**config.mk**
```make
export PLATFORM = sky130hd
export DESIGN_NAME = dns_query_parser_flat
export DESIGN_NICKNAME = d
export VERILOG_FILES = /design/src/rtl/dqp_pkg.sv /design/src/rtl/dqp_if.sv /design/src/rtl/dns_query_parser.sv /design/src/flat_wrapper.sv
export SDC_FILE = /design/constraint.sdc
export NUM_CORES = 1
export LEC_CHECK = 0
export BUFFER_PORTS_ARGS = -buffer_cell sky130_fd_sc_hd__buf_2
export CELL_PAD_IN_SITES_DETAIL_PLACEMENT = 1
export CELL_PAD_IN_SITES_GLOBAL_PLACEMENT = 1
export CORE_UTILIZATION = 47
export DETAILED_ROUTE_END_ITERATION = 10
export HOLD_SLACK_MARGIN = 0.08
export PLACE_DENSITY = 0.85
export SLEW_MARGIN = 10
export SYNTH_ARGS = -nofsm -noshare
export SYNTH_HDL_FRONTEND = slang
export SYNTH_SLANG_ARGS = --single-unit
```
**constraint.sdc**
```tcl
create_clock -name clk -period 21.5 [get_ports clk]
set_input_delay 2.15 -clock clk [delete_from_list [all_inputs] [get_ports clk]]
set_output_delay 2.15 -clock clk [all_outputs]
set_load 0.01 [all_outputs]
```
**src/rtl/dqp_pkg.sv**
```systemverilog
`timescale 1ns / 1ps

package dqp_pkg;

  localparam int HEADER_BYTES = 12;
  localparam int TYPECLASS_BYTES = 4;
  localparam int DEFAULT_MAX_NAME_LENGTH = 255;
  localparam logic [7:0] DOT_CHAR = 8'h2E;

  localparam logic [1:0] KIND_CHAR = 2'd0;
  localparam logic [1:0] KIND_SUMMARY = 2'd1;
  localparam logic [1:0] KIND_ERROR = 2'd2;

  localparam logic [2:0] ERR_NONE = 3'd0;
  localparam logic [2:0] ERR_TOO_SHORT = 3'd1;
  localparam logic [2:0] ERR_NOT_QUERY = 3'd2;
  localparam logic [2:0] ERR_TOO_MANY_QUESTIONS = 3'd3;
  localparam logic [2:0] ERR_NAME_TOO_LONG = 3'd4;

  typedef enum logic [3:0] {
    PH_HEADER    = 4'b0001,
    PH_NAME      = 4'b0010,
    PH_TYPECLASS = 4'b0100,
    PH_DRAIN     = 4'b1000
  } phase_t;

  typedef struct packed {
    logic [1:0]  kind;
    logic [7:0]  name_char;
    logic [15:0] transaction_id;
    logic [15:0] flags_word;
    logic [3:0]  opcode;
    logic        question_count;
    logic [15:0] answer_count;
    logic [15:0] authority_count;
    logic [15:0] additional_count;
    logic [15:0] query_type;
    logic [15:0] query_class;
    logic [2:0]  error_code;
  } result_t;

endpackage

```
**src/rtl/dqp_if.sv**
```systemverilog
`timescale 1ns / 1ps

interface dqp_msg_if;
  logic       valid;
  logic       ready;
  logic [7:0] msg_byte;
  logic       msg_last;

  modport source (output valid, output msg_byte, output msg_last, input ready);
  modport sink (input valid, input msg_byte, input msg_last, output ready);
endinterface

interface dqp_result_if;
  logic        valid;
  logic        ready;
  logic [1:0]  kind;
  logic [7:0]  name_char;
  logic [15:0] transaction_id;
  logic [15:0] flags_word;
  logic [3:0]  opcode;
  logic        question_count;
  logic [15:0] answer_count;
  logic [15:0] authority_count;
  logic [15:0] additional_count;
  logic [15:0] query_type;
  logic [15:0] query_class;
  logic [2:0]  error_code;

  modport source (
    output valid, output kind, output name_char, output transaction_id,
    output flags_word, output opcode, output question_count, output answer_count,
    output authority_count, output additional_count, output query_type,
    output query_class, output error_code, input ready
  );
  modport sink (
    input valid, input kind, input name_char, input transaction_id,
    input flags_word, input opcode, input question_count, input answer_count,
    input authority_count, input additional_count, input query_type,
    input query_class, input error_code, output ready
  );
endinterface

```
**src/rtl/dns_query_parser.sv**
```systemverilog
// A result appears in the output register in the cycle after the byte that causes it.
// Throughput: one message byte per cycle; the single output register is refilled in the
// cycle it is taken, so the input stalls only while a result waits to be taken.
// Reset (rst, synchronous, active high) returns the parser to the start of the header
// and empties the output register.
`timescale 1ns / 1ps

module dns_query_parser #(
  parameter int MAX_NAME_LENGTH = dqp_pkg::DEFAULT_MAX_NAME_LENGTH
) (
  input logic         clk,
  input logic         rst,
  dqp_msg_if.sink     msg,
  dqp_result_if.source result
);

  localparam logic [8:0] NAME_LIMIT = 9'(MAX_NAME_LENGTH);

  dqp_pkg::phase_t phase, phase_next;
  logic [3:0]  byte_index, byte_index_next;
  logic [7:0]  label_remaining, label_remaining_next;
  logic        label_seen, label_seen_next;
  logic [8:0]  name_length, name_length_next;
  logic [15:0] id_reg, id_reg_next;
  logic [15:0] flags_reg, flags_reg_next;
  logic [15:0] qd_reg, qd_reg_next;
  logic [15:0] an_reg, an_reg_next;
  logic [15:0] ns_reg, ns_reg_next;
  logic [15:0] ar_reg, ar_reg_next;
  logic [31:0] type_class_reg, type_class_reg_next;

  dqp_pkg::result_t res, res_next;
  logic res_valid;
  logic res_emit;
  logic in_fire;
  logic name_emit;
  logic [7:0] b;
  logic last;

  assign msg.ready = !res_valid || result.ready;
  assign in_fire = msg.valid && msg.ready;
  assign b = msg.msg_byte;
  assign last = msg.msg_last;

  always_comb begin
    phase_next = phase;
    byte_index_next = byte_index;
    label_remaining_next = label_remaining;
    label_seen_next = label_seen;
    name_length_next = name_length;
    id_reg_next = id_reg;
    flags_reg_next = flags_reg;
    qd_reg_next = qd_reg;
    an_reg_next = an_reg;
    ns_reg_next = ns_reg;
    ar_reg_next = ar_reg;
    type_class_reg_next = type_class_reg;
    res_emit = 1'b0;
    res_next = '0;
    name_emit = 1'b0;

    if (in_fire) begin
      unique case (phase)
        dqp_pkg::PH_HEADER: begin
          unique case (byte_index[3:1])
            3'd0: id_reg_next = {id_reg[7:0], b};
            3'd1: flags_reg_next = {flags_reg[7:0], b};
            3'd2: qd_reg_next = {qd_reg[7:0], b};
            3'd3: an_reg_next = {an_reg[7:0], b};
            3'd4: ns_reg_next = {ns_reg[7:0], b};
            default: ar_reg_next = {ar_reg[7:0], b};
          endcase
          if (byte_index < 4'(dqp_pkg::HEADER_BYTES - 1)) begin
            byte_index_next = byte_index + 4'd1;
            if (last) begin
              res_emit = 1'b1;
              res_next.kind = dqp_pkg::KIND_ERROR;
              res_next.error_code = dqp_pkg::ERR_TOO_SHORT;
            end
          end else if (flags_reg[15]) begin
            res_emit = 1'b1;
            res_next.kind = dqp_pkg::KIND_ERROR;
            res_next.error_code = dqp_pkg::ERR_NOT_QUERY;
          end else if (qd_reg > 16'd1) begin
            res_emit = 1'b1;
            res_next.kind = dqp_pkg::KIND_ERROR;
            res_next.error_code = dqp_pkg::ERR_TOO_MANY_QUESTIONS;
          end else if (qd_reg == 16'd0) begin
            res_emit = 1'b1;
            res_next.kind = dqp_pkg::KIND_SUMMARY;
          end else if (last) begin
            res_emit = 1'b1;
            res_next.kind = dqp_pkg::KIND_ERROR;
            res_next.error_code = dqp_pkg::ERR_TOO_SHORT;
          end else begin
            phase_next = dqp_pkg::PH_NAME;
            byte_index_next = '0;
            label_remaining_next = '0;
            label_seen_next = 1'b0;
            name_length_next = '0;
            type_class_reg_next = '0;
          end
        end
        dqp_pkg::PH_NAME: begin
          if (label_remaining == 8'd0 && b == 8'd0) begin
            if (last) begin
              res_emit = 1'b1;
              res_next.kind = dqp_pkg::KIND_ERROR;
              res_next.error_code = dqp_pkg::ERR_TOO_SHORT;
            end else begin
              phase_next = dqp_pkg::PH_TYPECLASS;
              byte_index_next = '0;
            end
          end else begin
            name_emit = (label_remaining != 8'd0) || label_seen;
            if (name_emit && name_length >= NAME_LIMIT) begin
              res_emit = 1'b1;
              res_next.kind = dqp_pkg::KIND_ERROR;
              res_next.error_code = dqp_pkg::ERR_NAME_TOO_LONG;
            end else if (last) begin
              res_emit = 1'b1;
              res_next.kind = dqp_pkg::KIND_ERROR;
              res_next.error_code = dqp_pkg::ERR_TOO_SHORT;
            end else if (label_remaining != 8'd0) begin
              label_remaining_next = label_remaining - 8'd1;
              res_emit = 1'b1;
              res_next.kind = dqp_pkg::KIND_CHAR;
              res_next.name_char = b;
              name_length_next = name_length + 9'd1;
            end else begin
              label_remaining_next = b;
              if (name_emit) begin
                res_emit = 1'b1;
                res_next.kind = dqp_pkg::KIND_CHAR;
                res_next.name_char = dqp_pkg::DOT_CHAR;
                name_length_next = name_length + 9'd1;
              end else begin
                label_seen_next = 1'b1;
              end
            end
          end
        end
        dqp_pkg::PH_TYPECLASS: begin
          type_class_reg_next = {type_class_reg[23:0], b};
          byte_index_next = byte_index + 4'd1;
          if (byte_index_next >= 4'(dqp_pkg::TYPECLASS_BYTES)) begin
            res_emit = 1'b1;
            res_next.kind = dqp_pkg::KIND_SUMMARY;
            res_next.query_type = type_class_reg_next[31:16];
            res_next.query_class = type_class_reg_next[15:0];
          end else if (last) begin
            res_emit = 1'b1;
            res_next.kind = dqp_pkg::KIND_ERROR;
            res_next.error_code = dqp_pkg::ERR_TOO_SHORT;
          end
        end
        dqp_pkg::PH_DRAIN: begin
          if (last) begin
            phase_next = dqp_pkg::PH_HEADER;
            byte_index_next = '0;
            label_remaining_next = '0;
            label_seen_next = 1'b0;
            name_length_next = '0;
          end
        end
        default: begin
          phase_next = dqp_pkg::PH_HEADER;
        end
      endcase

      if (res_next.kind == dqp_pkg::KIND_SUMMARY) begin
        res_next.transaction_id = id_reg_next;
        res_next.flags_word = flags_reg_next;
        res_next.opcode = flags_reg_next[14:11];
        res_next.question_count = qd_reg_next[0];
        res_next.answer_count = an_reg_next;
        res_next.authority_count = ns_reg_next;
        res_next.additional_count = ar_reg_next;
      end

      // An error or a summary ends the message; the rest of it is skipped.
      if (res_emit && res_next.kind != dqp_pkg::KIND_CHAR) begin
        if (last) begin
          phase_next = dqp_pkg::PH_HEADER;
          byte_index_next = '0;
          label_remaining_next = '0;
          label_seen_next = 1'b0;
          name_length_next = '0;
        end else begin
          phase_next = dqp_pkg::PH_DRAIN;
        end
      end
    end
  end

  always_ff @(posedge clk) begin
    if (rst) begin
      phase <= dqp_pkg::PH_HEADER;
      byte_index <= '0;
      label_remaining <= '0;
      label_seen <= 1'b0;
      name_length <= '0;
      id_reg <= '0;
      flags_reg <= '0;
      qd_reg <= '0;
      an_reg <= '0;
      ns_reg <= '0;
      ar_reg <= '0;
      type_class_reg <= '0;
      res_valid <= 1'b0;
    end else begin
      phase <= phase_next;
      byte_index <= byte_index_next;
      label_remaining <= label_remaining_next;
      label_seen <= label_seen_next;
      name_length <= name_length_next;
      id_reg <= id_reg_next;
      flags_reg <= flags_reg_next;
      qd_reg <= qd_reg_next;
      an_reg <= an_reg_next;
      ns_reg <= ns_reg_next;
      ar_reg <= ar_reg_next;
      type_class_reg <= type_class_reg_next;
      if (res_emit) begin
        res_valid <= 1'b1;
      end else if (result.ready) begin
        res_valid <= 1'b0;
      end
    end
  end

  always_ff @(posedge clk) begin
    if (res_emit) begin
      res <= res_next;
    end
  end

  assign result.valid = res_valid;
  assign result.kind = res.kind;
  assign result.name_char = res.name_char;
  assign result.transaction_id = res.transaction_id;
  assign result.flags_word = res.flags_word;
  assign result.opcode = res.opcode;
  assign result.question_count = res.question_count;
  assign result.answer_count = res.answer_count;
  assign result.authority_count = res.authority_count;
  assign result.additional_count = res.additional_count;
  assign result.query_type = res.query_type;
  assign result.query_class = res.query_class;
  assign result.error_code = res.error_code;

  a_drain_silent: assert property (@(posedge clk) disable iff (rst)
    in_fire && phase == dqp_pkg::PH_DRAIN |-> !res_emit)
    else $error("Result produced while skipping the rest of a message.");

  a_last_restarts: assert property (@(posedge clk) disable iff (rst)
    in_fire && msg.msg_last |=> phase == dqp_pkg::PH_HEADER && byte_index == 4'd0)
    else $error("Parser did not return to the header after the final byte.");

  a_name_limit: assert property (@(posedge clk) disable iff (rst)
    res_emit && res_next.kind == dqp_pkg::KIND_CHAR |-> name_length < NAME_LIMIT)
    else $error("Name character emitted beyond the length limit.");

  a_summary_place: assert property (@(posedge clk) disable iff (rst)
    res_emit && res_next.kind == dqp_pkg::KIND_SUMMARY |->
      (phase == dqp_pkg::PH_HEADER && byte_index == 4'(dqp_pkg::HEADER_BYTES - 1)) ||
      (phase == dqp_pkg::PH_TYPECLASS &&
       byte_index == 4'(dqp_pkg::TYPECLASS_BYTES - 1)))
    else $error("Summary produced at an unexpected byte.");

  a_no_overwrite: assert property (@(posedge clk) disable iff (rst)
    res_valid && !result.ready |-> !in_fire)
    else $error("A transaction was accepted while a result was waiting.");

endmodule
```
**src/flat_wrapper.sv**
```systemverilog
// flat-port wrapper written by rule: the top's interface ports become plain ports
module dns_query_parser_flat 
#(
  parameter int MAX_NAME_LENGTH = dqp_pkg::DEFAULT_MAX_NAME_LENGTH
)
  (clk, rst, msg_valid, msg_msg_byte, msg_msg_last, msg_ready, result_valid, result_kind, result_name_char, result_transaction_id, result_flags_word, result_opcode, result_question_count, result_answer_count, result_authority_count, result_additional_count, result_query_type, result_query_class, result_error_code, result_ready);
  dqp_msg_if msg_i ();
  dqp_result_if result_i ();
  input logic clk;
  input logic rst;
  input wire logic [$bits(msg_i.valid)-1:0] msg_valid;
  input wire logic [$bits(msg_i.msg_byte)-1:0] msg_msg_byte;
  input wire logic [$bits(msg_i.msg_last)-1:0] msg_msg_last;
  output wire logic [$bits(msg_i.ready)-1:0] msg_ready;
  output wire logic [$bits(result_i.valid)-1:0] result_valid;
  output wire logic [$bits(result_i.kind)-1:0] result_kind;
  output wire logic [$bits(result_i.name_char)-1:0] result_name_char;
  output wire logic [$bits(result_i.transaction_id)-1:0] result_transaction_id;
  output wire logic [$bits(result_i.flags_word)-1:0] result_flags_word;
  output wire logic [$bits(result_i.opcode)-1:0] result_opcode;
  output wire logic [$bits(result_i.question_count)-1:0] result_question_count;
  output wire logic [$bits(result_i.answer_count)-1:0] result_answer_count;
  output wire logic [$bits(result_i.authority_count)-1:0] result_authority_count;
  output wire logic [$bits(result_i.additional_count)-1:0] result_additional_count;
  output wire logic [$bits(result_i.query_type)-1:0] result_query_type;
  output wire logic [$bits(result_i.query_class)-1:0] result_query_class;
  output wire logic [$bits(result_i.error_code)-1:0] result_error_code;
  input wire logic [$bits(result_i.ready)-1:0] result_ready;
  assign msg_i.valid = msg_valid;
  assign msg_i.msg_byte = msg_msg_byte;
  assign msg_i.msg_last = msg_msg_last;
  assign msg_ready = msg_i.ready;
  assign result_valid = result_i.valid;
  assign result_kind = result_i.kind;
  assign result_name_char = result_i.name_char;
  assign result_transaction_id = result_i.transaction_id;
  assign result_flags_word = result_i.flags_word;
  assign result_opcode = result_i.opcode;
  assign result_question_count = result_i.question_count;
  assign result_answer_count = result_i.answer_count;
  assign result_authority_count = result_i.authority_count;
  assign result_additional_count = result_i.additional_count;
  assign result_query_type = result_i.query_type;
  assign result_query_class = result_i.query_class;
  assign result_error_code = result_i.error_code;
  assign result_i.ready = result_ready;
  dns_query_parser #(.MAX_NAME_LENGTH(MAX_NAME_LENGTH)) u_core (.clk(clk), .rst(rst), .msg(msg_i), .result(result_i));
endmodule
```
# Yosys cells after proc, flatten, opt, wreduce, memory -nomap -nowiden
# Cells that the tools add are included.
word_totals:
  inputBits: 13
  word_cells: 198
  regBits: 277
  output_inout_bits: 132
op_classes:
  order_cmp: 4
  bitwise: 2
  add_sub_neg: 3
  n_reduce_logical: 22
  n_mux: 118
  n_eq_ne: 23
op_table:
  columns: ["op", "count"]
  rows:
  - ["$mux W16", 10]
  - ["$mux W24", 5]
  - ["$mux W9", 13]
  - ["$mux W8", 13]
  - ["$mux W4", 19]
  - ["$pmux W24 S2", 1]
  - ["$mux W1", 32]
  - ["$pmux W4 S4", 2]
  - ["$pmux W9 S3", 1]
  - ["$pmux W8 S3", 1]
  - ["$mux W2", 10]
  - ["$mux W3", 6]
  - ["$gt A16 B1 Y1 const B", 1]
  - ["$logic_not A16 Y1", 1]
  - ["$logic_not A8 Y1", 2]
  - ["$ne A3 B3 Y1 const B", 4]
  - ["$ne A2 B2 Y1 const B", 5]
  - ["$reduce_and A10 Y1", 1]
  - ["$reduce_or A5 Y1", 2]
  - ["$add A9 B1 Y9 const B", 1]
  - ["$ge A9 B8 Y1 const B", 1]
  - ["$ne A3 B2 Y1 const B", 3]
  - ["$pmux W3 S3", 1]
  - ["$reduce_bool A8 Y1", 1]
  - ["26 further kinds", 36]

# Logic depth before layout (Yosys ltp)
depth:
  depth_word: 12
  mapped_depth: 11
  depth_no_buf: 11

# Worst setup path before layout
# OpenSTA, ideal clock, no wires.
synth_timing:
  kind: "input -> register"
  startpoint: "input msg_msg_last"
  endpoint: "register u_core.res (netlist bit u_core.result.additional_count[0]) (enable)"
  setup_ns: 0.683
  arrival_ns: 9.568
  required_time_ns: 20.817
  cell_stages: 4
  n_path_buf: 2
  path_slack_ns: 11.248
  path_cell_list: "clkbuf_1 > clkbuf_1 > o21ai_0 > a41oi_1"
synth_via:
  elab_chain_cells: 8
  elab_cells_between_ends: 12
  classes_between: "mux (12)"
synth_rtl:
  columns: ["item", "line", "source"]
  rows:
  - ["start: declaration", "flat_wrapper.sv:13", "input wire logic [$bits(msg_i.msg_last)-1:0] msg_msg_last;"]
  - ["$mux W1", null, null]
  - ["$mux W1", "dns_query_parser.sv:88", "end else if (qd_reg == 16'd0) begin"]
  - ["$mux W1", "dns_query_parser.sv:84", "end else if (qd_reg > 16'd1) begin"]
  - ["$mux W1", "dns_query_parser.sv:80", "end else if (flags_reg[15]) begin"]
  - ["$mux W1", "dns_query_parser.sv:73", "if (byte_index < 4'(dqp_pkg::HEADER_BYTES - 1)) begin"]
  - ["$pmux W1 S3 *", "dns_query_parser.sv:63", "unique case (phase)"]
  - ["$mux W1 * (2 in series)", "dns_query_parser.sv:62", "if (in_fire) begin"]
  - ["net u_core.res_emit", "dns_query_parser.sv:34", "logic res_emit;"]
  - ["end signal: assignment", "dns_query_parser.sv:234", "res <= res_next;"]
  - ["end: declaration", "dns_query_parser.sv:32", "dqp_pkg::result_t res, res_next;"]
# The timed path passes the listed nets; every way through them passes the cells marked *. The select of a mux whose other input is x is not followed.
# A chain may end at the register's enable or synchronous reset.

# Worst setup path after layout
layout_timing:
  startpoint: "input result_ready"
  endpoint: "register u_core.res (netlist bit u_core.result.authority_count[12]) (enable)"
layout_via:
  elab_chain_cells: 3
layout_rtl:
  columns: ["item", "line", "source"]
  rows:
  - ["start: declaration", "flat_wrapper.sv:28", "input wire logic [$bits(result_i.ready)-1:0] result_ready;"]
  - ["$logic_or A1 B1 Y1", "dns_query_parser.sv:40", "assign msg.ready = !res_valid || result.ready;"]
  - ["$logic_and A1 B1 Y1", "dns_query_parser.sv:41", "assign in_fire = msg.valid && msg.ready;"]
  - ["$mux W1", "dns_query_parser.sv:62", null]
  - ["net u_core.res_emit", "dns_query_parser.sv:34", null]
# The timed path passes the listed nets, and every way through them passes these cells.

==> metrics.cfg <==
[clocking]
clockRootBuffer=clkbuf_16
cts.htree.levels=1
cts_hold_buffers=0
cts_tree=built
clock-sinks=273
cts_buffer_depth=3
clk_latency_ns=0.53
path_clk_slew_ns=0.06
cts.repair.resized=0
cts_setup_buffers=0
numCtsBuffers=27

[detailed_routing]
via_count=9739
routedWlPerCell_um=19.02
vias_per_cell=5.679
routed_wl_mm=32.61
detail-route-antenna-nets=0
drt_iter0_markers=677
dr.pass1.iters=5
drc=0

[min_path]
hold_start=u_core.flags_reg[14]
holdPathStages=2
min_path_type=flip-flop to flip-flop
holdPathEnd=u_core.flags_reg[14]

[cells_and_area]
drive_gt1_share_pct=16.61
final_util_pct=54.13
nNetsFinal=1384
area_growth_pct=13.32
instances_no_fill=1715
stdcell_area_sq_um=13550
diodes=0
largest_register_ffs=24

[setup_path]
required_ns=21.65
timing.rr.start=u_core.byte_index[1]
start_kind=input pin
endpoint_kind=flip-flop
worstPathMaxFanout=88
crit_top_cell=buf_4
max_stage_delay_ns=0.89
critPathSlowestCell=buf_4
rrSetupSlack_ns=17.71
r2r_cells=7
r2r-end=u_core.result.authority_count[12]
cp_data_arrival_time_ns=5.11
crit_type=input pin to flip-flop
path_cells=buf_2, nand2b_1, and2_1, o31ai_1, a41oi_4, buf_4, buf_4

[timing]
fin_setup_tns_ns=0
max-slew-margin-rel_pct=20.89
hold_viol=0
holdWs_ns=0.4556
fin_crit_ns=4.960
worstMarginPinSlew_ns=1.182
period_share_pct=23.07
setup-violations-final=0
maxSlewViolCount=0
rsz0062_at_grt=false
max_freq_mhz=201.6
fin_worst_skew_ns=0.01227

[synth]
yosys_warnings=0
synth.area.top_cells=edfxtp_1 (32%), dfxtp_1 (25%), nand2_1 (11%)
syn-cell-area_sq_um=11960
synth_edf_count=126
synth_top_cells_by_count=nand2_1 (349), a21oi_1 (190), dfxtp_1 (147)
yosysSeqAreaShare_pct=56.24
synth_cell_type_count=82
synth_top_area_share_pct=31.64
syn_inst=1281
yosysTopAreaCell=edfxtp_1
yosysMostFrequentCell=nand2_1
syn_avg_cell_area_sq_um=9.337
ys.flop_type=dfxtp_1
synth_fp_nets=1299
ys_seq_elements=273
synthArstFlopShare_pct=0

[global_route]
grt_pass1_wl_mm=51.78
grt_pass1_vias=9652
grt_overflow=0
busiest_layer=met2
grt_max_degree=89
grt_usage_pct=24.69
met2_usage_pct=42.89
antenna_found_initial=0
met3_usage_pct=3.287
grtUsageMet1_pct=31.69

[power_and_ir_drop]
switching_share_pct=29.77
p_seq_share_pct=47.5
p_clk_share_pct=33.6
powerDensity_nw_per_um2=97.11
ir_drop_uv=53.10
pwr-share-comb_pct=18.9
p_sw_mw=0.3918
intPower_mw=0.9243
p_leak_nw=4.732

[place]
placedCellCount=1667
dpl-instance-area_sq_um=12740
gp_congestion=0.8140
hpwl_mm=20.68
io_buffers=144

[outcome]
outcome=complete, no violations

[die]
core_area_sq_um=25040
io_pins=145
die-height_um=161.5
rows=58
dieArea_sq_um=26090
die_x_um=161.5
start_util_pct=47.77

[job]
drv_cap=0

[per-layer routing]
metal	part of all wire (%)	vias to the layer above
met5	0	-
met4	2.8	0
met3	4.8	58
met2	50	240
met1	43	4823
li1	-	4618
[power by group through the flow]
stage	Clock, mW	Combinational (mW)	Sequential [mW]
floorplan	0	0.150	0.664
global placement	0	0.242	0.634
detailed placement	0	0.248	0.636
CTS	0.450	0.250	0.626
global route	0.469	0.270	0.630
finish	0.442	0.249	0.625
[metrics by stage]
| stage | setup WS, ns | total power, mW |
|---|---|---|
| finish | 16.54 | 1.316 |
| CTS | 16.57 | 1.326 |
| floorplan | 11.25 | 0.8140 |
| global placement | 16.16 | 0.8765 |
| detailed placement | 16.00 | 0.8840 |
| global route | 16.38 | 1.368 |
[how the worst max path moves through the flow]
stage	from	endpoint	slack [ns]	cells past startpoint
2_1_floorplan	msg_msg_last	u_core.result.additional_count[0]	11.25	4
3_3_place_gp	result_ready	u_core.result.authority_count[11]	16.16	7
3_5_place_dp	result_ready	u_core.result.authority_count[3]	16.00	7
4_1_cts	result_ready	u_core.result.answer_count[9]	16.57	7
5_1_grt	result_ready	u_core.result.authority_count[12]	16.38	7
6_report	result_ready	u_core.result.authority_count[12]	16.54	7
[cell usage in the layout (no fill, tap or decap), types with 7 or more instances in the layout]
master	n
a22oi_1	26
mux2i_1	18
nor3_1	12
nor4_1	10
nand4_1	7
dfxtp_1	147
nor2_1	90
buf_2	143
a21oi_1	190
clkbuf_16	27
nand3_1	10
and2_1	34
inv_1	7
edfxtp_1	126
buf_4	7
o21ai_0	17
and3_1	9
nand2_1	349
[worst max-delay path: cells and delay by family]
family,cells,cell delay [ns]
buffers and inverters,3,1.41
and+or+nand+nor,2,0.79
AOI/OAI and AO/OA,2,0.57
[logic make-up (layout without fill, tap and decap cells)]
kind of cell	Yosys count	after routing	share of synthesized area [%]
compound gates	300	300	15.20
xor+xnor	4	4	0.2930
fa+ha+maj	5	5	0.5231
buf+inv	102	206	3.818
flops	273	273	56.24
mux	18	18	1.506
simple gates	579	579	22.42
[area by class of cell]
type,count,area (sq um)
fillers,2900,11480
flip-flops and latches,273,6726
multi-input cells,906,4798
repair buffers,150,768.2
clock buffers,36,739.5
well taps,330,412.9
clock inverters,12,77.57
inverters,8,30.03
(Power assumes the default switching activity.)
